$ cat src/design/lrs_pkg.sv
// lrs_pkg: sizes, bucket command types and the digit extraction function
// shared by the radix sorter modules
// no dependencies
`timescale 1ns / 1ps
`default_nettype none

package lrs_pkg;

    localparam int KEY_W        = 32;
    localparam int MAX_KEYS     = 64;
    localparam int DIGIT_BITS   = 4;
    localparam int DIGIT_PASSES = 8;

    localparam int BUCKETS = 1 << DIGIT_BITS;
    localparam int CNT_W   = $clog2(MAX_KEYS + 1);
    localparam int ADDR_W  = (MAX_KEYS > 1) ? $clog2(MAX_KEYS) : 1;
    localparam int PASS_W  = (DIGIT_PASSES > 1) ? $clog2(DIGIT_PASSES) : 1;

    typedef enum logic [1:0] {
        BKT_IDLE,
        BKT_CLEAR,
        BKT_INC,
        BKT_SCAN
    } t_bkt_op;

    typedef struct packed {
        t_bkt_op               op;
        logic [DIGIT_BITS-1:0] digit;
    } t_bkt_ctl;

    function automatic logic [DIGIT_BITS-1:0] digit_of(
        input logic [KEY_W-1:0]  k,
        input logic [PASS_W-1:0] pass
    );
        int               s;
        logic [KEY_W-1:0] sh;
        s  = DIGIT_BITS * int'(pass);
        sh = (s >= KEY_W) ? '0 : (k >> s);
        return sh[DIGIT_BITS-1:0];
    endfunction

endpackage

`default_nettype wire

$ cat src/design/lsd_radix_sort_hex_digits.sv
// Stable LSD radix sort of up to 64 unsigned 32-bit keys, 4-bit digits, 8 passes.
// Keys load one per cycle into key memory A until a transfer with end_of_set;
// keys beyond 64 are dropped. Each pass clears the 16 bucket counters, counts the
// digits, runs the prefix scan and distributes the keys stably into the other key
// memory; the single read port of each key memory sets the one key per cycle in
// counting and distribution. Results then leave one at a time, each read issued
// only after the previous read data has returned and held while out_stall is set,
// the last one flagged by final_key. No input is taken while sorting or emitting.
// Depends on lrs_pkg, lrs_ram and lrs_buckets.
`timescale 1ns / 1ps
`default_nettype none

module lsd_radix_sort_hex_digits import lrs_pkg::*; (
    input  wire logic             i_clk,
    input  wire logic             i_rst_n,
    input  wire logic             i_in_valid,
    output logic                  o_in_stall,
    input  wire logic [KEY_W-1:0] i_key,
    input  wire logic             i_end_of_set,
    output logic                  o_out_valid,
    input  wire logic             i_out_stall,
    output logic      [KEY_W-1:0] o_sorted_key,
    output logic                  o_final_key
);

    typedef enum logic [2:0] {
        S_LOAD,
        S_CLEAR,
        S_COUNT,
        S_SCAN,
        S_DIST,
        S_OUT
    } t_state;

    localparam logic [PASS_W-1:0] PASS_LAST = PASS_W'(DIGIT_PASSES - 1);

    t_state                  r_state;
    logic [CNT_W-1:0]        r_count;
    logic [CNT_W-1:0]        r_idx;
    logic                    r_rd_vld;
    logic [PASS_W-1:0]       r_pass;
    logic                    r_src_b;
    logic [DIGIT_BITS-1:0]   r_scan;
    logic                    r_out_valid;
    logic [KEY_W-1:0]        r_out_key;
    logic                    r_out_final;

    logic                    in_xfer;
    logic                    out_xfer;
    logic                    room;
    logic                    more;
    logic                    run_issue;
    logic                    out_issue;
    logic                    dist_wr;
    logic [KEY_W-1:0]        a_rd;
    logic [KEY_W-1:0]        b_rd;
    logic [KEY_W-1:0]        src_data;
    logic                    a_we;
    logic [ADDR_W-1:0]       a_wa;
    logic [KEY_W-1:0]        a_wd;
    logic                    b_we;
    t_bkt_ctl                bkt_ctl;
    logic [CNT_W-1:0]        bkt_pos;

    assign o_in_stall   = (r_state != S_LOAD);
    assign o_out_valid  = r_out_valid;
    assign o_sorted_key = r_out_key;
    assign o_final_key  = r_out_final;

    assign in_xfer   = i_in_valid && (r_state == S_LOAD);
    assign out_xfer  = r_out_valid && !i_out_stall;
    assign room      = (r_count < CNT_W'(MAX_KEYS));
    assign more      = (r_idx < r_count);
    assign run_issue = ((r_state == S_COUNT) || (r_state == S_DIST)) && more;
    assign out_issue = (r_state == S_OUT) && more && !r_rd_vld
                       && (!r_out_valid || !i_out_stall);
    assign src_data  = r_src_b ? b_rd : a_rd;
    assign dist_wr   = (r_state == S_DIST) && r_rd_vld;

    assign a_we = (in_xfer && room) || (dist_wr && r_src_b);
    assign a_wa = (r_state == S_LOAD) ? r_count[ADDR_W-1:0] : bkt_pos[ADDR_W-1:0];
    assign a_wd = (r_state == S_LOAD) ? i_key : src_data;
    assign b_we = dist_wr && !r_src_b;

    always_comb begin
        bkt_ctl.op    = BKT_IDLE;
        bkt_ctl.digit = digit_of(src_data, r_pass);
        unique case (r_state)
            S_CLEAR: bkt_ctl.op = BKT_CLEAR;
            S_COUNT, S_DIST: begin
                if (r_rd_vld) begin
                    bkt_ctl.op = BKT_INC;
                end
            end
            S_SCAN: begin
                bkt_ctl.op    = BKT_SCAN;
                bkt_ctl.digit = r_scan;
            end
            default: bkt_ctl.op = BKT_IDLE;
        endcase
    end

    lrs_ram #(
        .WIDTH (KEY_W),
        .DEPTH (MAX_KEYS)
    ) u_mem_a (
        .i_clk     (i_clk),
        .i_wr_en   (a_we),
        .i_wr_addr (a_wa),
        .i_wr_data (a_wd),
        .i_rd_addr (r_idx[ADDR_W-1:0]),
        .o_rd_data (a_rd)
    );

    lrs_ram #(
        .WIDTH (KEY_W),
        .DEPTH (MAX_KEYS)
    ) u_mem_b (
        .i_clk     (i_clk),
        .i_wr_en   (b_we),
        .i_wr_addr (bkt_pos[ADDR_W-1:0]),
        .i_wr_data (src_data),
        .i_rd_addr (r_idx[ADDR_W-1:0]),
        .o_rd_data (b_rd)
    );

    lrs_buckets u_buckets (
        .i_clk   (i_clk),
        .i_rst_n (i_rst_n),
        .i_ctl   (bkt_ctl),
        .o_pos   (bkt_pos)
    );

    always_ff @(posedge i_clk) begin
        if (!i_rst_n) begin
            r_state     <= S_LOAD;
            r_count     <= '0;
            r_idx       <= '0;
            r_rd_vld    <= 1'b0;
            r_pass      <= '0;
            r_src_b     <= 1'b0;
            r_scan      <= '0;
            r_out_valid <= 1'b0;
        end else begin
            unique case (r_state)
                S_LOAD: begin
                    if (in_xfer) begin
                        if (room) begin
                            r_count <= r_count + CNT_W'(1);
                        end
                        if (i_end_of_set) begin
                            r_state <= S_CLEAR;
                        end
                    end
                end
                S_CLEAR: begin
                    r_state  <= S_COUNT;
                    r_idx    <= '0;
                    r_rd_vld <= 1'b0;
                end
                S_COUNT: begin
                    r_rd_vld <= run_issue;
                    if (run_issue) begin
                        r_idx <= r_idx + CNT_W'(1);
                    end
                    if (!more) begin
                        r_state <= S_SCAN;
                        r_scan  <= '0;
                    end
                end
                S_SCAN: begin
                    r_scan <= r_scan + DIGIT_BITS'(1);
                    if (r_scan == '1) begin
                        r_state <= S_DIST;
                        r_idx   <= '0;
                    end
                end
                S_DIST: begin
                    r_rd_vld <= run_issue;
                    if (run_issue) begin
                        r_idx <= r_idx + CNT_W'(1);
                    end
                    if (!more) begin
                        r_src_b <= !r_src_b;
                        r_idx   <= '0;
                        if (r_pass == PASS_LAST) begin
                            r_pass  <= '0;
                            r_state <= S_OUT;
                        end else begin
                            r_pass  <= r_pass + PASS_W'(1);
                            r_state <= S_CLEAR;
                        end
                    end
                end
                S_OUT: begin
                    r_rd_vld <= out_issue;
                    if (out_issue) begin
                        r_idx <= r_idx + CNT_W'(1);
                    end
                    if (out_xfer) begin
                        r_out_valid <= 1'b0;
                    end
                    if (r_rd_vld) begin
                        r_out_valid <= 1'b1;
                        r_out_key   <= src_data;
                        r_out_final <= (r_idx == r_count);
                    end
                    if (out_xfer && r_out_final) begin
                        r_state <= S_LOAD;
                        r_count <= '0;
                        r_idx   <= '0;
                        r_src_b <= 1'b0;
                    end
                end
                default: r_state <= S_LOAD;
            endcase
        end
    end

`ifndef SYNTHESIS
    a_count_bound: assert property (@(posedge i_clk) disable iff (!i_rst_n)
        r_count <= CNT_W'(MAX_KEYS))
        else $error("loaded key count beyond capacity");

    a_load_no_result: assert property (@(posedge i_clk) disable iff (!i_rst_n)
        !o_in_stall |-> !o_out_valid)
        else $error("result pending while loading");

    a_dist_in_range: assert property (@(posedge i_clk) disable iff (!i_rst_n)
        (r_state == S_DIST) && r_rd_vld |-> (bkt_pos < r_count))
        else $error("distribution position beyond set size");

    a_ready_after_last: assert property (@(posedge i_clk) disable iff (!i_rst_n)
        o_out_valid && o_final_key && !i_out_stall |=> !o_in_stall)
        else $error("not ready for a new set after the last transfer");
`endif

endmodule

`default_nettype wire

$ cat src/design/lrs_ram.sv
// lrs_ram: generic single write port, single read port ram
// read data registered; no dependencies
`timescale 1ns / 1ps
`default_nettype none

module lrs_ram #(
    parameter int  WIDTH = 32,
    parameter int  DEPTH = 64,
    localparam int AW    = (DEPTH > 1) ? $clog2(DEPTH) : 1
) (
    input  wire logic             i_clk,
    input  wire logic             i_wr_en,
    input  wire logic [AW-1:0]    i_wr_addr,
    input  wire logic [WIDTH-1:0] i_wr_data,
    input  wire logic [AW-1:0]    i_rd_addr,
    output logic      [WIDTH-1:0] o_rd_data
);

    logic [WIDTH-1:0] r_mem [DEPTH];

    always_ff @(posedge i_clk) begin
        if (i_wr_en) begin
            r_mem[i_wr_addr] <= i_wr_data;
        end
        o_rd_data <= r_mem[i_rd_addr];
    end

endmodule

`default_nettype wire

$ cat src/design/lrs_buckets.sv
// lrs_buckets: bucket counters with clear, increment and exclusive prefix scan
// depends on lrs_pkg
`timescale 1ns / 1ps
`default_nettype none

module lrs_buckets import lrs_pkg::*; (
    input  wire logic             i_clk,
    input  wire logic             i_rst_n,
    input  wire t_bkt_ctl         i_ctl,
    output logic      [CNT_W-1:0] o_pos
);

    logic [CNT_W-1:0] r_cnt [BUCKETS];
    logic [CNT_W-1:0] r_run;

    assign o_pos = r_cnt[i_ctl.digit];

    always_ff @(posedge i_clk) begin
        if (!i_rst_n) begin
            for (int i = 0; i < BUCKETS; i++) begin
                r_cnt[i] <= '0;
            end
            r_run <= '0;
        end else begin
            unique case (i_ctl.op)
                BKT_IDLE: begin
                end
                BKT_CLEAR: begin
                    for (int i = 0; i < BUCKETS; i++) begin
                        r_cnt[i] <= '0;
                    end
                    r_run <= '0;
                end
                BKT_INC: begin
                    r_cnt[i_ctl.digit] <= r_cnt[i_ctl.digit] + CNT_W'(1);
                end
                BKT_SCAN: begin
                    r_cnt[i_ctl.digit] <= r_run;
                    r_run              <= r_run + r_cnt[i_ctl.digit];
                end
                default: begin
                end
            endcase
        end
    end

endmodule

`default_nettype wire

$ cat config.mk
export PLATFORM = sky130hd
export DESIGN_NAME = lsd_radix_sort_hex_digits
export DESIGN_NICKNAME = d
export VERILOG_FILES = /design/src/design/lrs_pkg.sv /design/src/design/lsd_radix_sort_hex_digits.sv /design/src/design/lrs_ram.sv /design/src/design/lrs_buckets.sv
export SDC_FILE = /design/constraint.sdc
export NUM_CORES = 2
export LEC_CHECK = 0
export BUFFER_PORTS_ARGS = -buffer_cell sky130_fd_sc_hd__buf_2
export CAP_MARGIN = 20
export CORE_MARGIN = 2
export CORE_UTILIZATION = 45
export DETAILED_ROUTE_END_ITERATION = 8
export PLACE_DENSITY = 0.69
export SETUP_SLACK_MARGIN = 0.05
export SYNTH_ARGS = -nofsm -noshare
export SYNTH_HDL_FRONTEND = slang
export SYNTH_MEMORY_MAX_BITS = 65536
export SYNTH_SLANG_ARGS = --single-unit
export TNS_END_PERCENT = 20
$ cat constraint.sdc
create_clock -name i_clk -period 16 [get_ports i_clk]
set_input_delay 1.6 -clock i_clk [delete_from_list [all_inputs] [get_ports i_clk]]
set_output_delay 1.6 -clock i_clk [all_outputs]
set_load 0.01 [all_outputs]
==> flow_summary.json <==
{
  "final_antenna_net_count": 0,
  "cts-buffers-inserted": 404,
  "worstSkewPairLatency_ns": 0.93,
  "initial_utilization_pct": 45.1,
  "initial_detailed_routing_violation_count": 10800,
  "antenna_found_initial": 24,
  "proportion_of_synthesized_flip_flops_having_asynchronous_set_or_reset_pct": 0,
  "netlist.area_leader.share_pct": 76.3,
  "numPlacedInstances": 11700,
  "finalSetupViolCount": 0,
  "maxSlewViolCount": 0,
  "die_area_sq_um": 374000,
  "chipWidth_microns": 612,
  "leakagePower_uw": 0.0554,
  "globalRoute.totalOverflow": 0,
  "cp_cell_sequence": "nand3b_1, nand2_1, o31a_1, nand2_2, mux2i_1, a221oi_1, a2111oi_4, nand3_2, o21a_1, nor2_4",
  "drc": 0,
  "fmax_mhz": 138,
  "setup.worst_path.class": "register to register",
  "slew_headroom_pct": 16.2,
  "cp-startpoint": "r_state[1]",
  "timing_worst_slew_pin_value_ns": 1.26,
  "worstSetupEndpointType": "register",
  "worst_setup_hold_path_clk_slew_ns": 0.06,
  "cts_buffer_depth": 4,
  "finalHoldViolations": 0,
  "fp-row-count": 223,
  "critical_path.reg2reg.startpoint": "r_state[1]",
  "io_pins": 72,
  "start_kind": "register",
  "yosysUniqueCellTypes": 88,
  "yosysMostFrequentCell": "edfxtp_1",
  "status": "completed",
  "fillerInstances": 28000,
  "total_power_per_unit_cell_area_nw_per_um2": 157,
  "fin_skew_ns": 0.0751,
  "multi_input_comb_area_sq_um": 37000,
  "die_h_microns": 612,
  "worstReg2RegEnd": "u_mem_a.r_mem[21][7]",
  "timing.final.crit_share_pct": 45.4,
  "totalWireLength_microns": 408000,
  "synthesis.nets": 7009,
  "ir_drop_uv": 281,
  "top_layer_used": "met5",
  "grt_pass1_wl_microns": 576000,
  "regToRegSetupSlack_ns": 8.74,
  "period_needed_ns": 7.26,
  "numClockSinks": 4322,
  "clock_tree.root_cell": "clkbuf_16",
  "synth_area_per_cell_sq_um": 23.9,
  "finalNonFillerCells": 12500,
  "power_switching_share_pct": 28.3,
  "drt-vias-per-instance": 6.18,
  "min-delay-path-class": "register to register",
  "comb_power_share_pct": 17.6,
  "yosysSeqAreaShare_pct": 77.5,
  "ratio_of_cells_with_drive_above_1_in_the_final_layout_pct": 32.8,
  "cts_tree": "yes",
  "power.share.clock_pct": 32.3,
  "timing.reg2reg.worst_path_depth": 10,
  "synth_common_cells": "edfxtp_1, mux4_2, nor2_1, clkbuf_1, dfxtp_1",
  "cts_hold_buffers": 0,
  "grt_setup_unrepaired": "no",
  "synthesis.yosys.warnings": 0,
  "coreArea_sq_um": 368000,
  "grt_pass1_vias": 76100,
  "worst_ep_arrival_ns": 7.78,
  "setup.worst_path.end": "u_mem_a.r_mem[21][7]",
  "worst_ep_required_time_ns": 16.52,
  "htree_num_levels": 5,
  "grt_max_degree": 136,
  "critical_path.max_fanout": 32,
  "finish.net_count": 7345,
  "wirelength_met1_microns": 157000,
  "ff_latch_area_sq_um": 129000,
  "post_route_setup_tns_ns": 0,
  "detailroute.wirelength.met3_microns": 40100,
  "synth_top_area_cell": "edfxtp_1",
  "place.detailed.hpwl_microns": 239000,
  "place.gp.congestion": 0.895,
  "globalRouteTotalUtil_pct": 21.6,
  "mappedNetlistArea_sq_um": 166000,
  "synth_cells": 6953,
  "wire_per_inst_microns": 32.8,
  "place.port_buffers": 71,
  "syn_to_final_growth_pct": 12.9,
  "wl_met2_microns": 197000,
  "p_int_uw": 21100,
  "dominant_register_cell_in_the_synthesized_netlist": "edfxtp_1",
  "critPathSlowestCell": "nor2_4",
  "count_of_flip_flops_with_a_built_in_enable_after_synthesis": 4225,
  "drt_first_pass_iters": 6,
  "total_switching_power_uw": 8360,
  "seq_power_share_pct": 50.1,
  "max_cap_viols": 0,
  "ys_seq_elements": 4322,
  "synth.top_cells.by_area": "edfxtp_1, mux4_2, dfxtp_1",
  "num_vias": 77000,
  "cts-resized-gates": 0,
  "critical_path.max_stage_delay_ns": 0.98,
  "post-cts-setup-buffer-count": 0
}
## kinds of logic after synthesis
family          share of synthesized area (%)
simple gates                             1.50
fa+ha+maj                               0.148
buf+inv                                 0.964
mux                                      18.8
compound gates                           1.01
xor+xnor                               0.0685
flops                                    77.5
## registers in the layout, indices dropped and copies added (netlist names)
signal             flops
u_buckets.r_cnt       96
o_out_valid            1
o_sorted_key          32
u_mem_a.r_mem       2048
r_rd_vld               1
u_mem_a.o_rd_data     32
r_count                7
r_idx                  7
r_state                3
o_final_key            1
u_mem_b.r_mem       2048
u_mem_b.o_rd_data     32
u_buckets.r_run        6
r_src_b                1
r_scan                 4
r_pass                 3
## area by class of cell
cell class                      instances  share of cell area [%]
Sequential cell                      4322                    68.6
Multi-Input combinational cell       2232                    19.7
Clock buffer                          494                    5.69
Tap cell                             4837                    3.22
Timing Repair Buffer                  306                    1.44
Clock inverter                        228                    1.22
Inverter                               23                  0.0473
Antenna cell                           16                  0.0213
## stage by stage
stage / hold WS, ns / instance area (sq um) / power (uW) / setup WS [ns] / utilization (%)
detailed placement: 0.495 / 174000 / 20200 / 8.89 / 47.3
CTS: 0.504 / 187000 / 29600 / 8.87 / 50.8
global placement: 0.484 / 174000 / 19900 / 9.14 / 47.2
floorplan: 0.468 / 166000 / 17500 / 9.36 / -
finish: 0.509 / 188000 / 29500 / 8.74 / 51.0
global route: 0.536 / 188000 / 30300 / 8.48 / 51.0
## how the worst min path moves through the flow
stage	from	to	cells past startpoint
finish	r_count[6]	r_count[6]	2
global route	r_count[6]	r_count[6]	2
CTS	r_count[6]	r_count[6]	2
detailed placement	r_count[6]	r_count[6]	2
global placement	u_buckets.r_run[0]	u_buckets.r_run[0]	2
floorplan	r_count[6]	r_count[6]	2
## metal layers
layer / vias up / GRT usage [%]
met5: - / 0
li1: 30600 / -
met1: 41600 / 30.3
met4: 12 / 6.74
met3: 611 / 4.59
met2: 4150 / 34.1
## layout by cell type (no fill, tap or decap), types with 37 or more instances in the layout
master	n
buf_12	37
buf_2	71
buf_4	189
bufinv_16	43
clkbuf_1	78
clkbuf_16	414
clkinv_1	73
clkinv_2	74
dfxtp_1	90
edfxtp_1	4225
mux4_2	1355
nand2_1	91
nand3_1	48
nor2_1	169
nor2_4	152
## critical path, delay by kind of cell (launching register included)
| family | cells | cell delay, ns |
|---|---|---|
| and+or+nand+nor | 5 | 3.37 |
| AOI/OAI and AO/OA | 4 | 2.41 |
| DFF | 1 | 0.70 |
| muxes | 1 | 0.28 |
## power by group through the flow
stage	clock network [uW]	logic [uW]	registers, uW
after floorplan	0	2530	15000
after global placement	0	4890	15000
after detailed placement	0	5170	15000
after CTS	9630	5170	14800
after global routing	10000	5440	14800
final	9510	5190	14800
(Power assumes the default switching activity.)
